[config.mk]
export PLATFORM = sky130hd
export DESIGN_NAME = gbe_out_slot
export DESIGN_NICKNAME = d
export VERILOG_FILES = /design/src/hdl/gbe_pkg.sv /design/src/hdl/gbe_out_slot.sv
export SDC_FILE = /design/constraint.sdc
export NUM_CORES = 1
export LEC_CHECK = 0
export BUFFER_PORTS_ARGS = -buffer_cell sky130_fd_sc_hd__buf_2
export CAP_MARGIN = 15
export CORE_MARGIN = 8
export CORE_UTILIZATION = 38
export DETAILED_ROUTE_END_ITERATION = 8
export PLACE_DENSITY = 0.75
export SYNTH_ARGS = -nofsm -noshare
export SYNTH_HDL_FRONTEND = slang
export SYNTH_SLANG_ARGS = --single-unit
[constraint.sdc]
create_clock -name clk -period 0.8 [get_ports clk]
set_input_delay 0.08 -clock clk [delete_from_list [all_inputs] [get_ports clk]]
set_output_delay 0.08 -clock clk [all_outputs]
set_load 0.01 [all_outputs]
[src/hdl/gbe_pkg.sv]
// Shared types and codes for the gap buffer editor.
// No dependencies.
`timescale 1ns / 1ps

package gbe_pkg;

    localparam int CAPACITY   = 1024;
    localparam int CHAR_WIDTH = 8;

    localparam int OP_W     = 2;
    localparam int POS_W    = 11;
    localparam int COUNT_W  = 11;
    localparam int VALUE_W  = 8;
    localparam int STATUS_W = 2;

    localparam logic [OP_W-1:0] OP_READ    = 2'd0;
    localparam logic [OP_W-1:0] OP_INSERT  = 2'd1;
    localparam logic [OP_W-1:0] OP_ERASE   = 2'd2;
    localparam logic [OP_W-1:0] OP_REPLACE = 2'd3;

    localparam logic [STATUS_W-1:0] STATUS_OK       = 2'd0;
    localparam logic [STATUS_W-1:0] STATUS_RANGE    = 2'd1;
    localparam logic [STATUS_W-1:0] STATUS_CAPACITY = 2'd2;

    typedef struct packed {
        logic [OP_W-1:0]    operation;
        logic [POS_W-1:0]   position;
        logic [COUNT_W-1:0] remove_count;
        logic [COUNT_W-1:0] fill_count;
        logic [VALUE_W-1:0] value;
    } req_t;

    typedef struct packed {
        logic [VALUE_W-1:0]  read_value;
        logic [POS_W-1:0]    length;
        logic [STATUS_W-1:0] status;
    } rsp_t;

endpackage

[src/hdl/gbe_out_slot.sv]
// Output register for result words of the gap buffer editor.
// Depends on gbe_pkg.
`timescale 1ns / 1ps

module gbe_out_slot (
    input  logic          clk,
    input  logic          rst_n,
    input  logic          push,
    input  gbe_pkg::rsp_t push_data,
    output logic          push_ok,
    output logic          rsp_valid,
    input  logic          rsp_ready,
    output gbe_pkg::rsp_t rsp
);

    logic          valid_reg, valid_next;
    gbe_pkg::rsp_t data_reg, data_next;

    assign push_ok   = !valid_reg || rsp_ready;
    assign rsp_valid = valid_reg;
    assign rsp       = data_reg;

    always_comb
    begin
        valid_next = valid_reg;
        data_next  = data_reg;
        if (push)
        begin
            valid_next = 1'b1;
            data_next  = push_data;
        end
        else if (rsp_ready)
        begin
            valid_next = 1'b0;
        end
    end

    always_ff @(posedge clk or negedge rst_n)
    begin
        if (!rst_n)
        begin
            valid_reg <= 1'b0;
        end
        else
        begin
            valid_reg <= valid_next;
        end
    end

    always_ff @(posedge clk)
    begin
        data_reg <= data_next;
    end

endmodule

; Word level (Yosys, flattened, before mapping)
; Index checks and enable logic that the tools add are counted.
[op_classes]
add_sub_neg = 0
n_mux = 2
n_reduce_logical = 3
eq_ne = 0
bitwise_logic = 0
n_shift = 0
div = 0
n_mul = 0
order_cmp = 0
[op_table]
columns = op, count
row1 = two-way mux 1 bit, 2
row2 = nonzero test 2 bit, 1
row3 = logical NOT 1 bit, 1
row4 = logical OR 1 bit, 1
[word_totals]
n_memories = 0
romBits = 0
word_cells = 9
regBits = 22
out_inout_bits = 23
latch_bits = 0
ram_bits = 0

; Longest topological paths before layout
; Gate-level depths: netlist of run 1.
[depth]
word_depth = 2
mapped_depth = 2
depth_no_buf = 2

; Least setup slack after synthesis of run 1
; OpenSTA, ideal clock, no wires.
[synth_timing]
kind = register to register
startpoint = register rsp_valid (netlist name)
endpoint = register valid_reg, in the netlist rsp_valid
path_slack_ns = 0.111
stages_incl_launch_ff = 3
setup_time_ns = 0.121
n_path_buf = 0
period_less_slack_ns = 0.689
arrival_time_ns = 0.568
required_ns = 0.679
cell_sequence = dfrtp_1 > nand2b_4 > nand2b_2
[synth_lines]
columns = element, line_no
row1 = "end signal, assigned", gbe_out_slot.sv:46  ; valid_reg <= valid_next;
row2 = "end, declared", gbe_out_slot.sv:16  ; logic valid_reg, valid_next;

; Worst setup path after layout of run 1
[layout_timing]
startpoint = register valid_reg, in the netlist rsp_valid
endpoint = output port push_ok
[layout_via]
elab_chain_cells = 2
[layout_lines]
columns = element, line_no
row1 = logical NOT 1 bit, gbe_out_slot.sv:19  ; assign push_ok = !valid_reg || rsp_ready;
row2 = logical OR 1 bit, gbe_out_slot.sv:19
row3 = "end, declared", gbe_out_slot.sv:10  ; output logic push_ok,
; Every way passes these cells.

==> results of run 1 <==
==> layout make-up <==
type / instances / share of cell area, %
Clock inverter: 1 / 2.400
Sequential cell: 22 / 52.40
Multi-Input combinational cell: 2 / 1.800
Timing Repair Buffer: 71 / 39.10
Tap cell: 25 / 2.500
Clock buffer: 3 / 1.800
==> worst paths after layout <==
path                              to  slack (ps)  cells after the start
max in group asynchronous  rsp_valid         640                      2
min                        rsp_valid          80                      2
max                          push_ok        -180                      2
min reg2reg                rsp_valid         670                      3
min in group clk           rsp_valid         130                      4
max reg2reg                rsp_valid          50                      3
==> routing by layer <==
metal	vias to the layer above	wire [microns]	share of wire, %	GRT usage (%)
li1	247	-	-	-
met1	259	581	29	10.07
met2	17	1234	63	24.36
met3	2	143	7.3	3.532
met4	0	12	0.61	5.245
met5	-	0	0	0
==> sequential cells by signal, indices dropped and copies added (netlist names) <==
signal     count
rsp           21
rsp_valid      1
==> stage by stage <==
stage,setup TNS [ps],instances
4_1_cts,-2834,124
2_1_floorplan,0,24
6_report,-2472,124
3_3_place_gp,0,97
5_1_grt,-3400,124
3_5_place_dp,0,97
==> critical path, stage by stage (launching register included) <==
cell and delay [ps]:
sky130_fd_sc_hd__dfrtp_1 430, sky130_fd_sc_hd__nand2b_4 80, sky130_fd_sc_hd__buf_6 100
==> cell usage after synthesis <==
cell / number
sky130_fd_sc_hd__nand2b_4: 1
sky130_fd_sc_hd__nand2b_2: 1
sky130_fd_sc_hd__edfxtp_1: 21
sky130_fd_sc_hd__dfrtp_1: 1
==> cell families (layout without fill, tap and decap cells) <==
kind of cell	Yosys count	in the layout	synth area share (%)
buffers and inverters	0	75	0
DFF	22	22	96.68
and+or+nand+nor	2	2	3.321
==> power by group through the flow <==
stage | sequential (W) | clock, W | combinational, W
4_1_cts | 0.00138 | 0.000849 | 0.000337
3_5_place_dp | 0.00141 | 0 | 0.000243
3_3_place_gp | 0.00140 | 0 | 0.000240
6_report | 0.00138 | 0.000818 | 0.000335
5_1_grt | 0.00139 | 0.000873 | 0.000359
2_1_floorplan | 0.00146 | 0 | 0.0000117
==> timing repair <==
item | CTS | global route
pin swaps | 0 | 0
hold endpoints to repair | 22 | 0
buffers inserted | 1 | 0
cloned | 0 | 0
endpoints found under the setup margin | 23 | 23
gates resized for setup | 1 | 0
hold buffers | 22 | 0
==> impl_summary.log, run 1 <==
[metrics] Final Hold Vio Count: 0
[metrics] post-placement worst setup slack: 129.9 ps
[metrics] total gr overflow: 0
[metrics] maximum capacitance violations: 0
[metrics] Max-Slew Margin vs Limit: 91.89%
[metrics] H-tree level count: 1
[metrics] post-layout utilization of the core: between 70% and 80%
[metrics] per-instance average area after synthesis: ~28 sq um
[metrics] Layout Nets: 125
[metrics] buffer levels on the longest clock path: 2
[metrics] FF/Latch Area: between 600 and 700 sq um
[metrics] Initial DRC Count: 15
[metrics] source of the critical timing path: rsp_valid
[metrics] cell taking the most area after synthesis: sky130_fd_sc_hd__edfxtp_1
[metrics] clock latency reported for the late side of the worst-skew pair: 300 ps
[metrics] share of cells above drive strength 1: 55.56%
[metrics] unique cell type count in the Yosys netlist: 4
[metrics] post-place instance area: roughly 960 sq um
[metrics] total leakage power: 0.5481 nW
[metrics] maximum number of pins on one net before global-route repair: 23
[metrics] total nets after synthesis: 49
[metrics] number of port buffers: 47
[metrics] layout filler cell count: ~120
[metrics] switching power summed over all nets: between 0.0004 and 0.0005 W
[metrics] Final Skew: 0 ps
[metrics] number of antenna violations at the first check in global routing: 0
[metrics] placer's final routability congestion estimate: 0.6873
[metrics] Detailed Route WL: 1971 microns
[metrics] multi-input logic area: 22.52 sq um
[metrics] Seq cells post-synth: 22
[metrics] combinational share of power: 13.2%
[metrics] category of the worst setup path launch point: register
[metrics] total chip power: 0.002536 W
[metrics] violated checks: setup timing
[metrics] setup repair after global routing missed its margin: yes
[metrics] total via count after detailed routing: 525
[metrics] Vert. Die Dim: 58.25 microns
[metrics] post-synthesis cell area: a little under 700 sq um
[metrics] count of clock tree sinks: 22
[metrics] cts bufs inserted: 3
[metrics] WP data arrival: 900 ps
[metrics] Worst Setup Slack, final: -181.9 ps
[metrics] Reg2Reg Launch Point: rsp_valid
[metrics] highest clock rate: 1018 MHz
[metrics] wire length per cell after detailed routing: 15.90 microns
[metrics] number of antenna diodes: 0
[metrics] Seq/Total Area, Yosys: 96.68%
[metrics] number of failing setup endpoints in the final timing report: 23
[metrics] status: finished, violations left
[metrics] vias per cell: ~4.2
[metrics] Worst Path Required: between 700 and 800 ps
[metrics] maximum vdd ir drop: 1.551 mV
[metrics] TritonCTS clock tree: built
[metrics] Starting Density: 39.71%
[metrics] I/O pin total: 48
[metrics] Reg clk slew, reported paths: between 100 and 150 ps
[metrics] post-synth top area share: 92.99%
[metrics] P_int: ~0.002 W
[metrics] worst hold margin: 80.46 ps
[metrics] portion of total power attributed to the clock network: 32.3%
[metrics] critical path class: reg2out
[metrics] switching share of power: a little under a fifth
[metrics] vias in the first global route: 555
[metrics] max-slew violation count: 0
[metrics] Warnings, synthesis: 0
[metrics] die boundary width: 58.25 microns
[metrics] ranking of synthesized cells by area: sky130_fd_sc_hd__edfxtp_1 93%, sky130_fd_sc_hd__dfrtp_1 3.7%, sky130_fd_sc_hd__nand2b_4 2.0%
[metrics] final cell area excluding filler cells: 0.001251 sq mm
[metrics] Tcrit/Tclk final: 122.7%
[metrics] wire length of the first global-routing pass: 2925 microns
[metrics] area grow syn2layout: 84.50%
[metrics] top library cells by usage in the layout, fill and taps aside: 46 x sky130_fd_sc_hd__buf_2, 22 x sky130_fd_sc_hd__dlygate4sd3_1, 21 x sky130_fd_sc_hd__edfxtp_1
[metrics] number of iterations in the first detailed-routing pass: 3
[metrics] most common cell after layout, fill and taps aside: sky130_fd_sc_hd__buf_2
[metrics] type of the tightest min-delay check: in2async
[metrics] part of the power in registers: 54.5%
[metrics] number of standard cells after synthesis: 24
[metrics] Site Rows: 15
[metrics] minimum clock period after layout: 981.9 ps
[metrics] die outline area: 0.003392 sq mm
[metrics] Final ANT Viol Nets: 0
[metrics] CP endpoint kind: output port
[metrics] Power Density: roughly 2000 mW/mm^2
[metrics] measured slew at the worst slew-check pin: approximately 120 ps
[metrics] largest fanout of any net on the critical path: 2
[metrics] clock root buffer master: sky130_fd_sc_hd__clkbuf_4
[metrics] # DRC: 0
[metrics] placeable core area: 0.001708 sq mm
[metrics] overall routing resource usage: 11.93%
(Power assumes the default switching activity.)
==> run 2, diff against run 1 <==
--- a/config.mk
+++ b/config.mk
@@ -7,7 +7,7 @@
 export LEC_CHECK = 0
 export BUFFER_PORTS_ARGS = -buffer_cell sky130_fd_sc_hd__buf_2
 export CAP_MARGIN = 15
-export CORE_MARGIN = 8
+export CORE_MARGIN = 5
 export CORE_UTILIZATION = 38
 export DETAILED_ROUTE_END_ITERATION = 8
 export PLACE_DENSITY = 0.75
==> run 2 against run 1 <==
- the run still ends with setup timing left
- fmax rose by 1.6%
- sequential share of layout area is 0.48 points higher
- setup slack better by 15 ps
- critical path type unchanged
- largest cell class unchanged
==> impl_summary.log, run 2 (synthesis results as in run 1) <==
[metrics] fraction of met2 tracks used by global routing: 28.66%
[metrics] Site Rows: 15
[metrics] Layout Nets: 125
[metrics] clock latency reported for the late side of the worst-skew pair: 290 ps
[metrics] number of iterations in the first detailed-routing pass: 4
[metrics] TritonCTS clock tree: built
[metrics] total gr overflow: 0
[metrics] Final ANT Viol Nets: 0
[metrics] maximum capacitance violations: 0
[metrics] clock root buffer master: sky130_fd_sc_hd__clkbuf_4
[metrics] met1 Track Usage GR: 12.38%
[metrics] total leakage power: 0.5411 nW
[metrics] Initial DRC Count: 8
[metrics] wire length of the first global-routing pass: ~2600 microns
[metrics] WP data arrival: 890 ps
[metrics] number of antenna violations at the first check in global routing: 0
[metrics] number of failing setup endpoints in the final timing report: 23
[metrics] number of flip-flops under the largest register name: 21
[metrics] measured slew at the worst slew-check pin: 136.7 ps
[metrics] final std cells w/o fill: between 100 and 150
[metrics] Final Hold Vio Count: 0
[metrics] category of the worst setup path launch point: register
[metrics] die boundary width: between 50 and 60 microns
[metrics] highest clock rate: 1034 MHz
[metrics] Buf+Inv Stages, Crit Path: 1
[metrics] Reg clk slew, reported paths: around 110 ps
[metrics] total via count after detailed routing: 514
[metrics] worst-path cell chain: nand2b_4, buf_6
[metrics] overall routing resource usage: 13.79%
[metrics] type of the tightest min-delay check: in2async
[metrics] setup repair after global routing missed its margin: yes
[metrics] wire length per cell after detailed routing: 14.10 microns
[metrics] number of port buffers: 47
[metrics] die outline area: 0.002730 sq mm
[metrics] vias in the first global route: 546
[metrics] Power Density: approximately 1900 mW/mm^2
[metrics] count of clock tree sinks: 22
[metrics] Final Skew: 0 ps
[metrics] Vert. Die Dim: 52.25 microns
[metrics] vias per cell: 4.079
[metrics] violated checks: setup timing
[metrics] area grow syn2layout: 82.84%
[metrics] status: finished, violations left
[metrics] Worst Path Required: 720 ps
[metrics] Worst Setup Slack, final: -166.8 ps
[metrics] Max-Slew Margin vs Limit: a little over 90%
[metrics] Setup Total Neg Slack: -2235 ps
[metrics] minimum clock period after layout: approximately 970 ps
[metrics] share of cells above drive strength 1: 55.56%
[metrics] placer's final routability congestion estimate: about 0.73
[metrics] Tcrit/Tclk final: 120.9%
[metrics] cts bufs inserted: 3
[metrics] GR met3 Demand/Resource: under 10%
[metrics] top library cells by usage in the layout, fill and taps aside: 46 x sky130_fd_sc_hd__buf_2, 22 x sky130_fd_sc_hd__dlygate4sd3_1, 21 x sky130_fd_sc_hd__edfxtp_1
[metrics] Starting Density: 39.71%
[metrics] placeable core area: around 0.0017 sq mm
[metrics] H-tree level count: 1
[metrics] # DRC: 0
[metrics] maximum vdd ir drop: 1.021 mV
[metrics] delay of the slowest cell on the worst path: 420 ps
[metrics] Detailed Route WL: 1777 microns
[metrics] largest fanout of any net on the critical path: 2
[metrics] global-route layer with the greatest usage: met2
[metrics] total chip power: 0.002297 W
[metrics] max-slew violation count: 0
[metrics] I/O pin total: 48
[metrics] CP top delay family: flip-flops
[metrics] Critical Path Slowest Stage Cell: sky130_fd_sc_hd__dfrtp_1
[metrics] most common cell after layout, fill and taps aside: sky130_fd_sc_hd__buf_2
[metrics] critical path class: reg2out
[metrics] maximum number of pins on one net before global-route repair: 19
[metrics] buffer levels on the longest clock path: 2
[metrics] placed cells: 97
[metrics] CP endpoint kind: output port
[run 2: what timing repair did]
action / CTS / global route
setup buffers: 1 / 0
gates resized for setup: 1 / 0
endpoints found under the setup margin: 23 / 23
cloned: 0 / 0
hold buffers: 22 / 0
pin swaps: 0 / 0
hold endpoints to repair: 22 / 0
[run 2: report_power, final]
part | internal, W | leakage (nW) | switching (W)
Clock | 0.000277 | 0.0210 | 0.000303
Combinational | 0.000194 | 0.304 | 0.000142
Sequential | 0.00136 | 0.216 | 0.0000221
Total | 0.00183 | 0.541 | 0.000467
[run 2: final timing paths]
kind | from | to | slack, ps | depth (start not counted)
min in group clk | push | rsp[5] | 80 | 1
worst min-delay path | rst_n | rsp_valid | 80 | 2
worst min register to register | rsp_valid | rsp_valid | 670 | 3
max in group asynchronous | rst_n | rsp_valid | 640 | 2
worst max register to register | rsp_valid | rsp_valid | 60 | 3
worst max-delay path | rsp_valid | push_ok | -170 | 2
[run 2: cell type report]
class / count / area [sq um]
Timing Repair Buffer: 71 / 489.2
Clock buffer: 4 / 36.28
Antenna cell: 2 / 5.005
Multi-Input combinational cell: 2 / 22.52
Tap cell: 25 / 31.28
Fill cell: 121 / 467.9
Sequential cell: 22 / 655.6
[run 2: per-stage QoR]
stage | worst slack, ps | hold slack, ps | instance area [sq um] | utilization, %
after detailed placement | 76.05 | -143.9 | 964.7 | 56.48
after global routing | -211.3 | 65.75 | 1235 | 72.31
after global placement | 100.2 | -144.1 | 964.7 | 56.48
after floorplan | 111.1 | -215.6 | 678.2 | -
final | -166.8 | 78.01 | 1240 | 72.60
after CTS | -172.2 | 80.33 | 1235 | 72.31
[run 2: routing by layer]
metal	vias to the layer above	share of wire [%]
met5	-	0
met4	0	0.79
met3	2	6.8
met2	20	62
met1	247	30
li1	245	-
